File: config.mk
export PLATFORM = sky130hd
export DESIGN_NAME = variable_size_ring_allocator_core_flat
export DESIGN_NICKNAME = d
export VERILOG_FILES = /design/src/hdl/vsra_pkg.sv /design/src/hdl/vsra_req_if.sv /design/src/hdl/vsra_rsp_if.sv /design/src/hdl/vsra_in_reg.sv /design/src/hdl/vsra_ptr_unit.sv /design/src/hdl/vsra_out_reg.sv /design/src/hdl/variable_size_ring_allocator_core.sv /design/src/flat_wrapper.sv
export SDC_FILE = /design/constraint.sdc
export NUM_CORES = 1
export LEC_CHECK = 0
export BUFFER_PORTS_ARGS = -buffer_cell sky130_fd_sc_hd__buf_4
export CAP_MARGIN = 20
export CORE_MARGIN = 4
export CORE_UTILIZATION = 45
export CTS_CLUSTER_DIAMETER = 50
export CTS_CLUSTER_SIZE = 25
export DETAILED_ROUTE_END_ITERATION = 8
export HOLD_SLACK_MARGIN = 0.03
export SLEW_MARGIN = 20
export SYNTH_ARGS = -nofsm -noshare
export SYNTH_HDL_FRONTEND = slang
export SYNTH_SLANG_ARGS = --single-unit
File: constraint.sdc
create_clock -name clock -period 11.18 [get_ports clock]
set_clock_uncertainty 0.05 [all_clocks]
set_input_delay 0.559 -clock clock [delete_from_list [all_inputs] [get_ports clock]]
set_output_delay 0.559 -clock clock [all_outputs]
set_load 0.05 [all_outputs]
File: src/hdl/vsra_pkg.sv
// Shared types and codes for the variable-size ring allocator core.
// No dependencies; every other file of the block depends on this package.
package vsra_pkg;

   localparam int SIZE_BITS   = 16;
   localparam int ALIGN_BITS  = 4;
   localparam int STATUS_BITS = 3;
   // aligned size: 16-bit size plus up to 2^15 - 1 of rounding
   localparam int ASZ_BITS    = 17;

   localparam logic [SIZE_BITS-1:0]  BUFFER_SIZE_RESET    = 16'd4096;
   localparam logic [ALIGN_BITS-1:0] ALIGNMENT_LOG2_RESET = 4'd2;

   typedef enum logic [1:0] {
      REQ_ALLOCATE    = 2'd0,
      REQ_COMMIT      = 2'd1,
      REQ_BEGIN_READ  = 2'd2,
      REQ_FINISH_READ = 2'd3
   } req_kind_type;

   typedef enum logic [STATUS_BITS-1:0] {
      ST_OK        = 3'd0,
      ST_BLOCKED   = 3'd1,
      ST_EMPTY     = 3'd2,
      ST_BUSY      = 3'd3,
      ST_TOO_LARGE = 3'd4,
      ST_NO_COMMIT = 3'd5
   } status_type;

   typedef enum logic [0:0] {
      CSR_BUFFER_SIZE    = 1'b0,
      CSR_ALIGNMENT_LOG2 = 1'b1
   } csr_index_type;

   typedef struct packed {
      req_kind_type         kind;
      logic [SIZE_BITS-1:0] size;
   } req_item_type;

   typedef struct packed {
      status_type           status;
      logic [SIZE_BITS-1:0] offset;
      logic [SIZE_BITS-1:0] length;
   } rsp_item_type;

   typedef struct packed {
      logic [SIZE_BITS-1:0]  buffer_size;
      logic [ALIGN_BITS-1:0] alignment_log2;
   } cfg_type;

   // handshake between the input register and the result register
   typedef struct packed {
      logic valid;    // input register holds a request
      logic advance;  // request moves into the result register this cycle
   } stage_ctl_type;

endpackage

File: src/hdl/vsra_req_if.sv
// Request channel of the ring allocator: valid/ready plus request payload.
// Depends on vsra_pkg for field widths.
interface vsra_req_if;
   logic                                 valid;
   logic                                 ready;
   logic [1:0]                           req_type;
   logic [vsra_pkg::SIZE_BITS-1:0]       size;

   modport source (output valid, output req_type, output size, input ready);
   modport sink   (input valid, input req_type, input size, output ready);
endinterface

File: src/hdl/vsra_rsp_if.sv
// Result channel of the ring allocator: valid/ready plus result payload.
// Depends on vsra_pkg for field widths.
interface vsra_rsp_if;
   logic                                 valid;
   logic                                 ready;
   logic [vsra_pkg::STATUS_BITS-1:0]     status;
   logic [vsra_pkg::SIZE_BITS-1:0]       offset;
   logic [vsra_pkg::SIZE_BITS-1:0]       length;

   modport source (output valid, output status, output offset, output length,
                   input ready);
   modport sink   (input valid, input status, input offset, input length,
                   output ready);
endinterface

File: src/hdl/vsra_in_reg.sv
// Input register of the ring allocator: captures one request at a time.
// Depends on vsra_pkg.
module vsra_in_reg (
   input  logic                   clock,
   input  logic                   reset,
   input  logic                   in_valid,
   output logic                   in_ready,
   input  vsra_pkg::req_item_type in_item,
   input  logic                   advance,
   output logic                   held_valid,
   output vsra_pkg::req_item_type held_item
);
   import vsra_pkg::*;

   logic         valid_ff, valid_in;
   req_item_type item_ff, item_in;

   assign in_ready = !valid_ff || advance;

   always_comb begin
      valid_in = valid_ff;
      item_in  = item_ff;
      if (in_ready) begin
         valid_in = in_valid;
         if (in_valid) begin
            item_in = in_item;
         end
      end
   end

   always_ff @(posedge clock) begin
      if (reset) begin
         valid_ff <= 1'b0;
      end else begin
         valid_ff <= valid_in;
      end
      item_ff <= item_in;
   end

   assign held_valid = valid_ff;
   assign held_item  = item_ff;
endmodule

File: src/hdl/vsra_ptr_unit.sv
// Ring pointer state and the single-pass request evaluation of the allocator.
// Depends on vsra_pkg; driven by the input register, feeds the result register.
module vsra_ptr_unit #(
   parameter int OFFSET_BITS = 16
) (
   input  logic                   clock,
   input  logic                   reset,
   input  vsra_pkg::cfg_type      cfg,
   input  vsra_pkg::stage_ctl_type ctl,
   input  vsra_pkg::req_item_type req_item,
   output vsra_pkg::rsp_item_type rsp_item
);
   import vsra_pkg::*;

   // wide enough for an offset plus an aligned size without overflow
   localparam int CW = ((OFFSET_BITS > ASZ_BITS) ? OFFSET_BITS : ASZ_BITS) + 1;
   localparam logic [CW-1:0] OFF_MASK = CW'((CW'(1) << OFFSET_BITS) - CW'(1));

   logic [OFFSET_BITS-1:0] read_offset_ff,  read_offset_in;
   logic [OFFSET_BITS-1:0] write_offset_ff, write_offset_in;
   logic [OFFSET_BITS-1:0] open_start_ff,   open_start_in;
   logic [OFFSET_BITS-1:0] open_end_ff,     open_end_in;
   logic                   writing_ff,      writing_in;

   logic [ASZ_BITS-1:0] align_unit;
   logic [ASZ_BITS-1:0] align_sum;
   logic [ASZ_BITS-1:0] asz;
   logic [CW-1:0]       bs, asz_w, ro_w, wo_w, os_w, oe_w;
   logic [CW-1:0]       start_w, end_w, rd_w, rend_w, nr_w;
   rsp_item_type        result;

   assign align_unit = ASZ_BITS'(1) << cfg.alignment_log2;
   assign align_sum  = ASZ_BITS'(req_item.size) + align_unit - ASZ_BITS'(1);
   assign asz        = align_sum & ~(align_unit - ASZ_BITS'(1));

   assign bs    = CW'(cfg.buffer_size) & OFF_MASK;
   assign asz_w = CW'(asz);
   assign ro_w  = CW'(read_offset_ff);
   assign wo_w  = CW'(write_offset_ff);
   assign os_w  = CW'(open_start_ff);
   assign oe_w  = CW'(open_end_ff);

   always_comb begin
      read_offset_in  = read_offset_ff;
      write_offset_in = write_offset_ff;
      open_start_in   = open_start_ff;
      open_end_in     = open_end_ff;
      writing_in      = writing_ff;
      result.status   = ST_OK;
      result.offset   = '0;
      result.length   = '0;
      start_w = (wo_w < bs) ? wo_w : '0;
      end_w   = ((start_w + asz_w) > bs) ? bs : (start_w + asz_w);
      rd_w    = ro_w;
      rend_w  = bs;
      nr_w    = ro_w + asz_w;
      unique case (req_item.kind)
         REQ_ALLOCATE: begin
            priority if (writing_ff) begin
               result.status = ST_BUSY;
            end else if (asz_w >= bs) begin
               result.status = ST_TOO_LARGE;
            end else if (ro_w != wo_w && start_w <= ro_w && ro_w <= end_w) begin
               result.status = ST_BLOCKED;
            end else begin
               open_start_in = start_w[OFFSET_BITS-1:0];
               open_end_in   = end_w[OFFSET_BITS-1:0];
               writing_in    = 1'b1;
               result.offset = start_w[SIZE_BITS-1:0];
               result.length = SIZE_BITS'(end_w - start_w);
            end
         end
         REQ_COMMIT: begin
            if (!writing_ff) begin
               result.status = ST_NO_COMMIT;
            end else begin
               write_offset_in = open_end_ff;
               writing_in      = 1'b0;
               result.offset   = os_w[SIZE_BITS-1:0];
               result.length   = SIZE_BITS'(oe_w - os_w);
            end
         end
         REQ_BEGIN_READ: begin
            // wrap the read offset when it sits at or past the end and the write offset is behind it
            priority if (wo_w >= ro_w) begin
               rend_w = wo_w;
            end else if (ro_w >= bs) begin
               rd_w           = '0;
               read_offset_in = '0;
               rend_w         = wo_w;
            end else begin
               rend_w = bs;
            end
            if (rd_w < rend_w) begin
               result.offset = rd_w[SIZE_BITS-1:0];
               result.length = SIZE_BITS'(rend_w - rd_w);
            end else begin
               result.status = ST_EMPTY;
            end
         end
         REQ_FINISH_READ: begin
            // saturate at the end, never move backwards
            if (nr_w > bs) begin
               nr_w = (ro_w > bs) ? ro_w : bs;
            end
            read_offset_in = nr_w[OFFSET_BITS-1:0];
            result.offset  = nr_w[SIZE_BITS-1:0];
            result.length  = SIZE_BITS'(nr_w - ro_w);
         end
         default: begin
            result.status = ST_OK;
         end
      endcase
   end

   always_ff @(posedge clock) begin
      if (reset) begin
         read_offset_ff  <= '0;
         write_offset_ff <= '0;
         open_start_ff   <= '0;
         open_end_ff     <= '0;
         writing_ff      <= 1'b0;
      end else if (ctl.advance) begin
         read_offset_ff  <= read_offset_in;
         write_offset_ff <= write_offset_in;
         open_start_ff   <= open_start_in;
         open_end_ff     <= open_end_in;
         writing_ff      <= writing_in;
      end
   end

   assign rsp_item = result;

`ifndef SYNTH
   a_alloc_opens: assert property (@(posedge clock) disable iff (reset)
      ctl.advance && req_item.kind == REQ_ALLOCATE && result.status == ST_OK
      |=> writing_ff)
      else $error("granted allocation did not open a region");

   a_commit_moves_write: assert property (@(posedge clock) disable iff (reset)
      ctl.advance && req_item.kind == REQ_COMMIT && result.status == ST_OK
      |=> !writing_ff && write_offset_ff == $past(open_end_ff))
      else $error("commit did not advance the write offset to the region end");

   a_fail_zero: assert property (@(posedge clock) disable iff (reset)
      ctl.advance && result.status != ST_OK
      |-> result.offset == '0 && result.length == '0)
      else $error("failed request carries a nonzero offset or length");

   a_finish_forward: assert property (@(posedge clock) disable iff (reset)
      ctl.advance && req_item.kind == REQ_FINISH_READ
      |=> read_offset_ff >= $past(read_offset_ff))
      else $error("finish read moved the read offset backwards");

   a_idle_holds: assert property (@(posedge clock) disable iff (reset)
      !ctl.advance |=> $stable(writing_ff) && $stable(write_offset_ff)
                       && $stable(read_offset_ff))
      else $error("pointer state changed with no request advancing");
`endif
endmodule

File: src/hdl/vsra_out_reg.sv
// Result register of the ring allocator: holds one result until taken.
// Depends on vsra_pkg.
module vsra_out_reg (
   input  logic                   clock,
   input  logic                   reset,
   input  logic                   load,
   input  vsra_pkg::rsp_item_type load_item,
   output logic                   can_load,
   output logic                   out_valid,
   input  logic                   out_ready,
   output vsra_pkg::rsp_item_type out_item
);
   import vsra_pkg::*;

   logic         valid_ff, valid_in;
   rsp_item_type item_ff, item_in;

   assign can_load = !valid_ff || out_ready;

   always_comb begin
      valid_in = valid_ff;
      item_in  = item_ff;
      if (can_load) begin
         valid_in = load;
         if (load) begin
            item_in = load_item;
         end
      end
   end

   always_ff @(posedge clock) begin
      if (reset) begin
         valid_ff <= 1'b0;
      end else begin
         valid_ff <= valid_in;
      end
      item_ff <= item_in;
   end

   assign out_valid = valid_ff;
   assign out_item  = item_ff;
endmodule

File: src/hdl/variable_size_ring_allocator_core.sv
// Pointer manager for a single-producer, single-consumer byte ring with
// variable-size, power-of-two aligned allocations. Every request (allocate,
// commit, begin read, finish read) yields exactly one result, in order.
// The block takes one request per cycle when the result side keeps up.
// An accepted request is held in the input register and evaluated by
// vsra_ptr_unit; its result is loaded into the result register, where the
// consumer takes it. The rate is set by the pointer state loop in
// vsra_ptr_unit, which evaluates a request and updates the four offsets and
// the open flag in a single pass. An allocate that would overrun the read
// offset returns blocked and changes nothing; retry it after the reader has
// moved on. Write buffer_size and alignment_log2 only while no request is in
// flight. Depends on vsra_pkg, vsra_req_if, vsra_rsp_if.
module variable_size_ring_allocator_core #(
   parameter int OFFSET_BITS = 16
) (
   input  logic                                   clock,
   input  logic                                   reset,
   vsra_req_if.sink                               req_bus,
   vsra_rsp_if.source                             rsp_bus,
   input  logic                                   csr_write_enable,
   input  vsra_pkg::csr_index_type                csr_index,
   input  logic [vsra_pkg::SIZE_BITS-1:0]         csr_write_data
);
   import vsra_pkg::*;

   cfg_type       cfg_ff, cfg_in;
   stage_ctl_type ctl;
   req_item_type  req_item, held_item;
   rsp_item_type  result_item, out_item;
   logic          out_can_load;
   logic          req_ready;
   logic          held_valid;
   logic          stage_advance;

   // configuration registers: take writes whenever enabled
   always_comb begin
      cfg_in = cfg_ff;
      if (csr_write_enable) begin
         unique case (csr_index)
            CSR_BUFFER_SIZE:    cfg_in.buffer_size    = csr_write_data;
            CSR_ALIGNMENT_LOG2: cfg_in.alignment_log2 = csr_write_data[ALIGN_BITS-1:0];
            default:            cfg_in = cfg_ff;
         endcase
      end
   end

   always_ff @(posedge clock) begin
      if (reset) begin
         cfg_ff.buffer_size    <= BUFFER_SIZE_RESET;
         cfg_ff.alignment_log2 <= ALIGNMENT_LOG2_RESET;
      end else begin
         cfg_ff <= cfg_in;
      end
   end

   // decode the request payload
   assign req_item = '{kind: req_kind_type'(req_bus.req_type), size: req_bus.size};

   // advance the held request whenever the result register can take it
   assign stage_advance = held_valid && out_can_load;
   assign ctl = '{valid: held_valid, advance: stage_advance};

   vsra_in_reg u_in_reg (
      .clock      (clock),
      .reset      (reset),
      .in_valid   (req_bus.valid),
      .in_ready   (req_ready),
      .in_item    (req_item),
      .advance    (stage_advance),
      .held_valid (held_valid),
      .held_item  (held_item)
   );

   assign req_bus.ready = req_ready;

   vsra_ptr_unit #(
      .OFFSET_BITS (OFFSET_BITS)
   ) u_ptr_unit (
      .clock    (clock),
      .reset    (reset),
      .cfg      (cfg_ff),
      .ctl      (ctl),
      .req_item (held_item),
      .rsp_item (result_item)
   );

   // hold the result until the consumer takes it
   vsra_out_reg u_out_reg (
      .clock     (clock),
      .reset     (reset),
      .load      (held_valid),
      .load_item (result_item),
      .can_load  (out_can_load),
      .out_valid (rsp_bus.valid),
      .out_ready (rsp_bus.ready),
      .out_item  (out_item)
   );

   assign rsp_bus.status = out_item.status;
   assign rsp_bus.offset = out_item.offset;
   assign rsp_bus.length = out_item.length;
endmodule
File: src/flat_wrapper.sv
// flat-port wrapper written by rule: the top's interface ports become plain ports
module variable_size_ring_allocator_core_flat import vsra_pkg::*;
#(
   parameter int OFFSET_BITS = 16
)
  (clock, reset, csr_write_enable, csr_index, csr_write_data, req_bus_valid, req_bus_req_type, req_bus_size, req_bus_ready, rsp_bus_valid, rsp_bus_status, rsp_bus_offset, rsp_bus_length, rsp_bus_ready);
  vsra_req_if req_bus_i ();
  vsra_rsp_if rsp_bus_i ();
  input  logic clock;
  input  logic reset;
  input  logic csr_write_enable;
  input  vsra_pkg::csr_index_type csr_index;
  input  logic [vsra_pkg::SIZE_BITS-1:0] csr_write_data;
  input wire logic [$bits(req_bus_i.valid)-1:0] req_bus_valid;
  input wire logic [$bits(req_bus_i.req_type)-1:0] req_bus_req_type;
  input wire logic [$bits(req_bus_i.size)-1:0] req_bus_size;
  output wire logic [$bits(req_bus_i.ready)-1:0] req_bus_ready;
  output wire logic [$bits(rsp_bus_i.valid)-1:0] rsp_bus_valid;
  output wire logic [$bits(rsp_bus_i.status)-1:0] rsp_bus_status;
  output wire logic [$bits(rsp_bus_i.offset)-1:0] rsp_bus_offset;
  output wire logic [$bits(rsp_bus_i.length)-1:0] rsp_bus_length;
  input wire logic [$bits(rsp_bus_i.ready)-1:0] rsp_bus_ready;
  assign req_bus_i.valid = req_bus_valid;
  assign req_bus_i.req_type = req_bus_req_type;
  assign req_bus_i.size = req_bus_size;
  assign req_bus_ready = req_bus_i.ready;
  assign rsp_bus_valid = rsp_bus_i.valid;
  assign rsp_bus_status = rsp_bus_i.status;
  assign rsp_bus_offset = rsp_bus_i.offset;
  assign rsp_bus_length = rsp_bus_i.length;
  assign rsp_bus_i.ready = rsp_bus_ready;
  variable_size_ring_allocator_core #(.OFFSET_BITS(OFFSET_BITS)) u_core (.clock(clock), .reset(reset), .req_bus(req_bus_i), .rsp_bus(rsp_bus_i), .csr_write_enable(csr_write_enable), .csr_index(csr_index), .csr_write_data(csr_write_data));
endmodule
* After elaboration in Yosys (flattened, before gate mapping) *
Cells that the tools add are included.

cells by class
  order comparisons = 10
  div/mod/pow operators = 0
  add/subtract/negate cells = 9
  bitwise operators = 6
  reductions and logical operators = 18
  equal/unequal tests = 6
  mux-type cells = 30
  shifts and indexed selects = 1
  $mul = 0

operators with widths
  operator                                                               number
  16-bit two-way mux                                                     10
  32-bit two-way mux                                                     5
  32-bit one-hot mux with 4 select lines                                 1
  16-bit subtractor                                                      4
  18-bit two-way mux                                                     3
  16-bit by 17-bit adder with 18-bit output                              2
  18-bit by 16-bit > comparator with 1-bit output                        2
  17-bit by 1-bit subtractor with 17-bit output (second input constant)  2
  16-bit >= comparator                                                   2
  16-bit one-hot mux with 2 select lines                                 1
  16-bit by 18-bit <= comparator with 1-bit output                       1
  18-bit < comparator                                                    1
  16-bit by 17-bit adder with 17-bit output                              1
  17-bit AND                                                             1
  17-bit by 16-bit >= comparator with 1-bit output                       1
  17-bit inverter                                                        1
  1-bit by 4-bit << shifter with 17-bit output (first input constant)    1
  16-bit > comparator                                                    1
  16-bit <= comparator                                                   1
  16-bit < comparator                                                    1
  16-bit != test                                                         1
  2-bit AND reduction                                                    5
  3-bit two-way mux                                                      3
  3-bit one-hot mux with 3 select lines                                  1
  other kinds (15)                                                       28

storage, ports and cells
  register bits = 140
  ROM bits = 0
  bits in latches = 0
  RAM bits = 0
  input bits = 40
  memories = 0

* Logic depth before layout (Yosys ltp) *
  word-level depth = 13
  gate-level depth with buffers = 53
  mapped depth without buffers = 51

* Cells and area by module *
Synthesis repeated with hierarchy kept, for this count alone.

unflattened totals
  cell total of the unflattened synthesis = 1883
  area, all modules = 15668.8 µm²

modules (own cells, without submodules)
  module                             area an instance (µm²)  cells each  times used
  vsra_ptr_unit                      13021.2                 1734        1
  vsra_out_reg                       1106.1                  40          1
  variable_size_ring_allocator_core  945.9                   86          1
  vsra_in_reg                        595.6                   23          1

* Least setup slack after synthesis *
OpenSTA, ideal clock, no wires.

  kind = reg2reg
  start point = reg u_core.cfg_ff[2] in the netlist's numbering
  end point = reg u_core.u_out_reg.item_ff, in the netlist u_core.u_out_reg.out_item[14], data pin
  required time = 10858 ps
  path buffers = 3
  path slack = 1522 ps
  arrival time = 9336 ps
  cell stages (with the launch flop) = 50
  setup time = 272 ps
  path through = dfxtp_1 -> buf_1 -> nor2_1 -> nand2_1 -> ha_1 -> inv_1 -> ha_1 -> fa_1 -> a211o_1 -> o211ai_2 -> nand2b_1 -> a21oi_1 -> o21ai_0 -> a21oi_1 -> nor2b_1 -> nor2_1 -> xor2_1 -> a21oi_1 -> [... 14 more ...] -> and4_1 -> nor2_1 -> clkbuf_1 -> o21ai_0 -> ha_1 -> a21o_1 -> a21o_1 -> a21oi_1 -> nor2b_1 -> o21ai_0 -> nand2b_1 -> or3_1 -> or3_1 -> a221o_1 -> o311ai_4 -> a21o_1 -> buf_2 -> o221ai_1

RTL lines
  element                 line                                     text
  start, declared         variable_size_ring_allocator_core.sv:26  cfg_type cfg_ff, cfg_in;
  start signal, assigned  variable_size_ring_allocator_core.sv:52  cfg_ff <= cfg_in;
  end signal, assigned    vsra_out_reg.sv:37                       item_ff <= item_in;
  end, declared           vsra_out_reg.sv:16                       rsp_item_type item_ff, item_in;

==> reports/metrics.csv <==
metric;value;unit
postCtsSetupBuffers;0;
core_area;32900;um2
cts-root-buf;clkbuf_16;
yosysUniqueCellTypes;75;
cts_num_sinks;140;
holdCritPathClass;input port to flip-flop;
synth_edf_count;53;
fin_crit;10.56;ns
fp.dieW;191;um
yosys.area.top_type;ha_1;
required;11.27;ns
synth_most_common_cell;ha_1;
synth_top_cell_area_share;0.216;
synth-seq-cells;140;
relSlewSlack;0.332;
netlist_instances;1900;
grt_max_degree;89;
ys_async_sr_fraction;0;
gp_congestion;0.994;
dieArea;36700;um2
synthTopCellsByArea;ha_1, dfxtp_1, edfxtp_1;
h-tree-depth;4;
wl_per_cell;21.2;um
p_int;1.31;mW
portBuffers;76;
grt_use_total;0.283;
wl;51700;um
cts_buffers;17;
rows;66;
final_nets;2288;
period_share;0.944;
ys_seq_area_frac;0.220;
grt_pass1_wl;79300;um
initial_core_util;0.461;
swShare;0.405;
drv_cap;0;
clkLatencyLatePin;0.46;ns
fmax;94.7;MHz
clkTransAtPathRegs;0.07;ns
cts_buffer_depth;2;
end_kind;flip-flop;
status;finished clean;
power.density;130;nW/um2
drive_above_1_share;0.106;
clkPwrFrac;0.267;
io_pins;77;
crit_top_cell;a21oi_1;
critPathLaunchType;flip-flop;
ant_nets;0;
crit_type;flip-flop to flip-flop;
drt_pre_antenna_iters;7;
drc;0;
area_growth;12.3;%
cpMaxStageDelayCell;fa_1;
place_hpwl;41300;um
synth_common_cells;ha_1, nand2_1, inv_1;
critPathArrivalTime;10.64;ns
worst_pin_slew;1.00;ns
dr.first_iter.drc_count;1136;
yosysWarnings;0;
overflow;0;
switchingPower;0.894;mW
final_core_util;0.517;
viasPerCell;5.88;
syn_area;15100;um2
grt_pass1_vias;14100;
critPathMaxStageDelay;0.49;ns
hold_violations;0;
synth_flop_cell;dfxtp_1;
cts_tree;done;
die_y;191;um
syn_area_per_cell;7.97;um2
antenna_found_initial;1;
seqPwrFrac;0.257;
timing.hold.ws;0.218;ns
drv_slew;0;
p_leak;7.60;nW
cp_max_fo;32;
combinationalPowerShare;0.476;
final-setup-viol-count;0;
syn_nets;2208;
vias;14300;
diodes;0;
vdd_ir_drop_max;0.123;mV
stage by stage:
| step | power (mW) | area (um2) | TNS (ns) | worst slack (ns) | std cells |
|---|---|---|---|---|---|
| final | 2.20 | 17000 | 0 | 0.624 | 2435 |
| after CTS | 2.19 | 16900 | 0 | 0.0732 | 2435 |
| after floorplan | 1.29 | 15100 | 0 | 1.52 | 1900 |
| after detailed placement | 1.59 | 16400 | 0 | 0.0936 | 2403 |
| after global placement | 1.59 | 16400 | 0 | 0.319 | 2403 |
| after global routing | 2.34 | 17000 | -0.0212 | -0.0148 | 2435 |
final cells by class:
class	count	area, um2
clock buffer	18	429
clock inverter	14	153
fill	3235	15900
inverter	191	717
multi-input combinational	1506	10900
sequential	140	3330
tap	442	553
timing repair buffer	124	938
layer usage:
| metal | vias to the layer above | part of all wire | track usage |
|---|---|---|---|
| li1 | 6903 | - | - |
| met1 | 6847 | 0.44 | 0.375 |
| met2 | 494 | 0.46 | 0.474 |
| met3 | 65 | 0.069 | 0.0478 |
| met4 | 2 | 0.026 | 0.0804 |
| met5 | - | 0.00025 | 0 |
cell usage in the layout (no fill, tap or decap), types with 23 or more instances in the layout:
cell,n
ha_1,261
nand2_1,193
inv_1,190
a21oi_1,173
nor2_1,168
buf_4,123
o21ai_0,95
dfxtp_1,87
a21o_1,65
xnor2_1,54
edfxtp_1,53
nor2b_1,50
nand3_1,44
o21a_1,35
xor2_1,35
nor3_1,30
mux2_4,30
nand4_1,23
sequential cells by signal, indices dropped and copies added, names as in the netlist:
name	cells
u_core.u_ptr_unit.writing_ff	1
u_core.u_ptr_unit.write_offset_ff	16
u_core.u_ptr_unit.open_end_ff	16
u_core.u_in_reg.held_valid	1
u_core.u_ptr_unit.open_start_ff	16
u_core.u_out_reg.out_item	35
u_core.u_ptr_unit.read_offset_ff	16
u_core.u_out_reg.out_valid	1
u_core.cfg_ff	20
u_core.u_in_reg.held_item	18
worst paths after layout:
check	from	endpoint	slack, ns	depth (start not counted)
setup / recovery	u_core.cfg_ff[2]	u_core.u_out_reg.out_item[31]	0.62	43
hold / removal	req_bus_size[13]	u_core.u_in_reg.held_item[13]	0.22	1
setup reg to reg	u_core.cfg_ff[2]	u_core.u_out_reg.out_item[31]	0.62	43
hold reg to reg	u_core.u_ptr_unit.open_end_ff[0]	u_core.u_ptr_unit.write_offset_ff[0]	0.42	2
kinds of logic (layout without fill, tap and decap cells):
group	count (synthesis)	after routing	share of synthesized area
AOI/OAI and AO/OA	531	531	0.227
DFF	140	140	0.220
and+or+nand+nor	576	576	0.173
adders and majority gates	271	271	0.227
xor gates and xnor gates	89	89	0.0515
muxes	39	39	0.0360
buffers and inverters	254	347	0.0653
power groups by stage:
stage / sequential [mW] / clock (mW) / combinational (mW)
after floorplan: 0.611 / 0 / 0.680
after global placement: 0.578 / 0 / 1.01
after detailed placement: 0.578 / 0 / 1.02
after CTS: 0.567 / 0.598 / 1.02
after global routing: 0.569 / 0.619 / 1.15
final: 0.567 / 0.588 / 1.05
timing repair:
item / 4_1_cts / 5_1_grt
hold buffers: 0 / 0
gates resized for setup: 0 / 17
endpoints found under the setup margin: 0 / 66
worst max-delay path: cells and delay by family, from the launching register on:
kind	cells	cell delay, ns
AO/OA/AOI/OAI	21	4.31
flip-flops	1	0.47
adder cells (fa/ha/maj)	6	2.17
XOR/XNOR	2	0.33
AND/OR/NAND/NOR	12	2.55
buffers and inverters	2	0.32
No activity file was read; power rests on OpenSTA's default activity.
